`src/vtp_pkg.sv`:
```
// Shared types, widths and helper functions for the vertex transform block.
// Depends on nothing; every other file refers to it by scoped names.
package vtp_pkg;

  // Fixed-point formats
  localparam int COORD_FRAC_BITS = 16;
  localparam int COEFF_FRAC_BITS = 12;
  localparam int COORD_W = 32;
  localparam int COEFF_W = 16;
  localparam int ROW_W = 4 * COEFF_W;

  // Datapath widths
  localparam int PROD_W = COORD_W + COEFF_W;
  localparam int PAIR_W = PROD_W + 1;
  localparam int ACC_W = PROD_W + 2;
  localparam int T_W = ACC_W - COEFF_FRAC_BITS;
  localparam int QUOT_W = COORD_W;
  localparam int INIT_SHIFT = QUOT_W - COORD_FRAC_BITS;
  localparam int DIV_STEPS = QUOT_W;
  localparam int NUM_LANES = 3;

  // Queue between the front and back halves
  localparam int FIFO_DEPTH = 2;
  localparam int FIFO_AW = (FIFO_DEPTH > 1) ? $clog2(FIFO_DEPTH) : 1;
  localparam int FIFO_CW = $clog2(FIFO_DEPTH + 1);

  // Configuration port
  localparam int CFG_IDX_W = 3;
  localparam int CFG_DATA_W = ROW_W;

  typedef enum logic [CFG_IDX_W-1:0] {
    REG_ROW0   = 3'd0,
    REG_ROW1   = 3'd1,
    REG_ROW2   = 3'd2,
    REG_ROW3   = 3'd3,
    REG_DIV_EN = 3'd4
  } reg_index_t;

  localparam logic [ROW_W-1:0] ONE_COEFF = ROW_W'(1) << COEFF_FRAC_BITS;
  localparam logic [ROW_W-1:0] ROW0_RESET = ONE_COEFF;
  localparam logic [ROW_W-1:0] ROW1_RESET = ONE_COEFF << COEFF_W;
  localparam logic [ROW_W-1:0] ROW2_RESET = ONE_COEFF << (2 * COEFF_W);
  localparam logic [ROW_W-1:0] ROW3_RESET = ONE_COEFF << (3 * COEFF_W);

  localparam logic [COORD_W-1:0] SAT_MAX = {1'b0, {(COORD_W-1){1'b1}}};
  localparam logic [COORD_W-1:0] SAT_MIN = {1'b1, {(COORD_W-1){1'b0}}};

  // One classified vertex, handed from the front half to the back half
  typedef struct packed {
    logic [NUM_LANES-1:0][T_W-1:0]     num_abs;
    logic [NUM_LANES-1:0]              neg;
    logic [T_W-1:0]                    den_abs;
    logic                              div_mode;
    logic                              dz;
    logic [NUM_LANES-1:0][COORD_W-1:0] plain;
    logic                              plain_sat;
    logic [COORD_W-1:0]                w;
    logic                              w_sat;
  } fe_item_t;

  typedef struct packed {
    logic [COORD_W-1:0] val;
    logic               sat;
  } sat_t;

  // Clamp a full-width transformed component to the output format.
  function automatic sat_t sat32(input logic [T_W-1:0] v);
    logic [T_W-COORD_W:0] hi;
    sat_t r;
    hi = v[T_W-1:COORD_W-1];
    if ((&hi) || !(|hi)) begin
      r.val = v[COORD_W-1:0];
      r.sat = 1'b0;
    end else if (v[T_W-1]) begin
      r.val = SAT_MIN;
      r.sat = 1'b1;
    end else begin
      r.val = SAT_MAX;
      r.sat = 1'b1;
    end
    return r;
  endfunction

endpackage

```
`src/vtp_queue.sv`:
```
// Short queue of classified vertices between the front and back halves.
// Depends on vtp_pkg for the item type and depth.
module vtp_queue (
  input  logic              clk,
  input  logic              rst,
  input  logic              push_valid,
  output logic              push_ready,
  input  vtp_pkg::fe_item_t push_data,
  output logic              pop_valid,
  input  logic              pop_ready,
  output vtp_pkg::fe_item_t pop_data
);

  vtp_pkg::fe_item_t           mem [vtp_pkg::FIFO_DEPTH];
  logic [vtp_pkg::FIFO_AW-1:0] wr_ptr;
  logic [vtp_pkg::FIFO_AW-1:0] rd_ptr;
  logic [vtp_pkg::FIFO_CW-1:0] count;
  logic                        do_push;
  logic                        do_pop;

  assign push_ready = (count != vtp_pkg::FIFO_CW'(vtp_pkg::FIFO_DEPTH));
  assign pop_valid = (count != '0);
  assign pop_data = mem[rd_ptr];
  assign do_push = push_valid && push_ready;
  assign do_pop = pop_valid && pop_ready;

  function automatic logic [vtp_pkg::FIFO_AW-1:0] ptr_inc(
    input logic [vtp_pkg::FIFO_AW-1:0] p);
    if (p == vtp_pkg::FIFO_AW'(vtp_pkg::FIFO_DEPTH - 1)) begin
      return '0;
    end
    return p + 1'b1;
  endfunction

  // Pointers and fill count.
  always_ff @(posedge clk) begin
    if (rst) begin
      wr_ptr <= '0;
      rd_ptr <= '0;
      count <= '0;
    end else begin
      if (do_push) begin
        wr_ptr <= ptr_inc(wr_ptr);
      end
      if (do_pop) begin
        rd_ptr <= ptr_inc(rd_ptr);
      end
      if (do_push && !do_pop) begin
        count <= count + 1'b1;
      end else if (do_pop && !do_push) begin
        count <= count - 1'b1;
      end
    end
  end

  // Storage.
  always_ff @(posedge clk) begin
    if (do_push) begin
      mem[wr_ptr] <= push_data;
    end
  end

endmodule

```
`config.mk`:
```
export PLATFORM = sky130hd
export DESIGN_NAME = vtp_queue
export DESIGN_NICKNAME = d
export VERILOG_FILES = /design/src/vtp_pkg.sv /design/src/vtp_queue.sv
export SDC_FILE = /design/constraint.sdc
export NUM_CORES = 1
export LEC_CHECK = 0
export BUFFER_PORTS_ARGS = -buffer_cell sky130_fd_sc_hd__buf_2
export CAP_MARGIN = 20
export CORE_AREA = 2 2 226 228
export DETAILED_ROUTE_END_ITERATION = 12
export DIE_AREA = 0 0 228 230
export PLACE_DENSITY = 0.73
export SETUP_SLACK_MARGIN = 0.4
export SLEW_MARGIN = 5
export SYNTH_ARGS = -nofsm -noshare
export SYNTH_HDL_FRONTEND = slang
export SYNTH_SLANG_ARGS = --single-unit
```
`constraint.sdc`:
```
create_clock -name clk -period 7.3 [get_ports clk]
set_input_delay 0.73 -clock clk [delete_from_list [all_inputs] [get_ports clk]]
set_output_delay 0.73 -clock clk [all_outputs]
set_load 0.05 [all_outputs]
```
==> metrics.md <==
| Metric | Value |
|---|---|
| Seq/Total Area, Yosys | `79.22%` |
| Hold slack | `324.9 ps` |
| CP required | `6570 ps` |
| Row cnt | `82` |
| Share of layout cells above drive strength 1 | `61.08%` |
| # port buffers | `579` |
| Total gr overflow | `0` |
| Cell count after synthesis | `917` |
| Final setup viols | `0` |
| First-pass GRT wire length | `67,400 um` |
| Post-cts resize count | `0` |
| WP buf/inv | `3` |
| Largest net degree at the start of global routing | `148` |
| Non-Filler Instances | `2,263` |
| Fin nets | `1,823` |
| Outcome | `finished, final reports clean` |
| H-tree Lvls | `2` |
| Synth Area per Inst | `23.86 um^2` |
| Library cells used by synthesis | `19` |
| Cell count after placement | `2,143` |
| Dpl ws | `4027 ps` |
| Crit path launch type | `flip-flop` |
| Most frequent cells in the layout | `buf_2, edfxtp_1, mux2_4` |
| Area delta synth->final | `24.65%` |
| RSZ-0062 raised after global routing | `no` |
| Antenna violations before repair | `17` |
| Critical Path Max Stage Delay | `620 ps` |
| Final Hold Viols | `0` |
| Hold Path Class | `primary input to flip-flop` |
| Iteration-0 DRC Markers | `548` |
| CP arrival | `3000 ps` |
| Postcts setup bufs | `0` |
| CP Capture Type | `output pin` |
| Skew final | `10.67 ps` |
| Mapped Nets | `1,209` |
| CP max-delay cell | `dfxtp_4` |
| First drt pass iteration count | `4` |
| I/O pin cnt | `580` |
| Drt wl/cell | `20.48 um` |
| Crit path time final | `3730 ps` |
| Critical Path, Cell by Cell | `buf_16 > buf_12 > mux2_4 > buf_2` |
| Root Driver | `clkbuf_16` |
| CTS Sinks | `579` |
| Setup TNS | `0 ps` |
| Global Route Usage Sum | `17.01%` |
| Peak supply drop | `302.9 uV` |
| DR vias | `10,760` |
| DP HPWL | `31,670 um` |
| Skew-Pair Late Insertion Delay | `580 ps` |
| Area of the mapped netlist | `0.02188 mm^2` |
| Starting Density | `43.89%` |
| Die ar. | `0.05244 mm^2` |
| Fmax | `268.1 MHz` |
| Max-cap viol count | `0` |
| Clock transition at path regs | `60 ps` |
| Antenna Violating Nets Remaining | `0` |
| Core Area | `0.04986 mm^2` |
| Routed wire length | `46,340 um` |
| Vias per Instance | `4.756` |
| Placer Congestion | `0.8418` |
| Max_slew headroom | `25.58%` |
| CP max FO | `118` |
| Residual DRC | `0` |
| Slew @ Worst Pin | `1116 ps` |
| CTS buffer count | `57` |
| Vias in the first global route | `11,410` |
| Flops & latches, synth | `579` |
| CTS tree | `yes` |
| Setup slack after layout | `3570 ps` |
| Max-slew violations | `0` |
| Syn. warnings | `0` |
| WS Path Type | `flip-flop to output pin` |
| Cell family with most CP delay | `buffers and inverters` |
| Die width | `228 um` |
| Ratio of final minimum period to clock period | `51.10%` |
| LEAKAGE | `10.54 nW` |
| Max clock buf depth | `3` |
| Die H | `230 um` |
| Commonest non-fill, non-tap cell in the layout | `buf_2` |
| Hold buffer count at cts | `0` |
| Power Dens Cells | `406.7 mW/mm^2` |
layer usage:
metal,GRT usage [%],wire length (um),up-vias
met5,0.3676,88,-
met4,6.373,1462,14
met3,6.548,4025,101
met2,29.38,23640,424
met1,19.08,17120,5311
li1,-,-,4913
flip-flops by register name (all words and copies together) (netlist names), named ones only:
register and flops:
mem 574, wr_ptr 1, count 2, rd_ptr 1
where the power goes:
group          total [W]  switching [W]  internal [W]
registers        0.00428       0.000124       0.00416
logic            0.00400        0.00277       0.00123
clock network    0.00281        0.00120       0.00161
total             0.0111        0.00410       0.00700
stage by stage:
stage / instance area, um^2 / utilization (%) / power (W)
floorplan: 21890 / - / 0.007647
global placement: 25410 / 50.96 / 0.008319
detailed placement: 25410 / 50.96 / 0.008366
CTS: 27220 / 54.60 / 0.01119
global route: 27270 / 54.69 / 0.01148
finish: 27280 / 54.71 / 0.01109
Yosys cell counts:
| library cell | instances | area (um^2) |
|---|---|---|
| nor2_1 | 3 | 11.26 |
| mux2_2 | 57 | 641.9 |
| buf_6 | 27 | 304.0 |
| nand2b_1 | 1 | 6.260 |
| nand3b_1 | 1 | 7.510 |
| o21ai_0 | 2 | 10.01 |
| buf_2 | 5 | 25.02 |
| dfxtp_1 | 5 | 100.1 |
| and3_1 | 1 | 6.260 |
| mux2_4 | 230 | 3453 |
| edfxtp_1 | 574 | 17240 |
| ha_1 | 1 | 12.51 |
| or2_2 | 1 | 6.260 |
| inv_1 | 1 | 3.750 |
| a21oi_1 | 2 | 10.01 |
| or3_1 | 1 | 6.260 |
| and2_1 | 1 | 6.260 |
| xor2_1 | 3 | 26.28 |
| a21bo_2 | 1 | 10.01 |
cells by family (layout without fill, tap and decap cells):
kind of cell / count (synthesis) / after routing / synth area share, %
flip-flops: 579 / 579 / 79.22
multiplexers: 287 / 287 / 18.71
buffers and inverters: 33 / 696 / 1.521
AND/OR/NAND/NOR: 9 / 9 / 0.2288
AO/OA/AOI/OAI: 5 / 5 / 0.1372
XOR/XNOR: 3 / 3 / 0.1201
adder cells (fa/ha/maj): 1 / 1 / 0.05717
other: 0 / 11 / 0
area by class of cell:
cell class / instances / area, um^2
Tap cell: 672 / 840.8
Multi-Input combinational cell: 305 / 4219
Clock inverter: 44 / 320.3
Fill cell: 3862 / 22580
Sequential cell: 579 / 17340
Antenna cell: 11 / 27.53
Clock buffer: 64 / 1495
Timing Repair Buffer: 587 / 3028
Inverter: 1 / 7.507
final timing paths:
kind | slack, ps | endpoint | depth (start not counted) | from
worst max register to register | 4410 | mem[1][120] | 3 | count[0]
worst min-delay path | 320 | mem[0][35] | 1 | push_data[35]
worst min register to register | 530 | rd_ptr | 2 | rd_ptr
worst max-delay path | 3570 | pop_data[128] | 4 | flip-flop
Power figures use the tool's default switching activity.
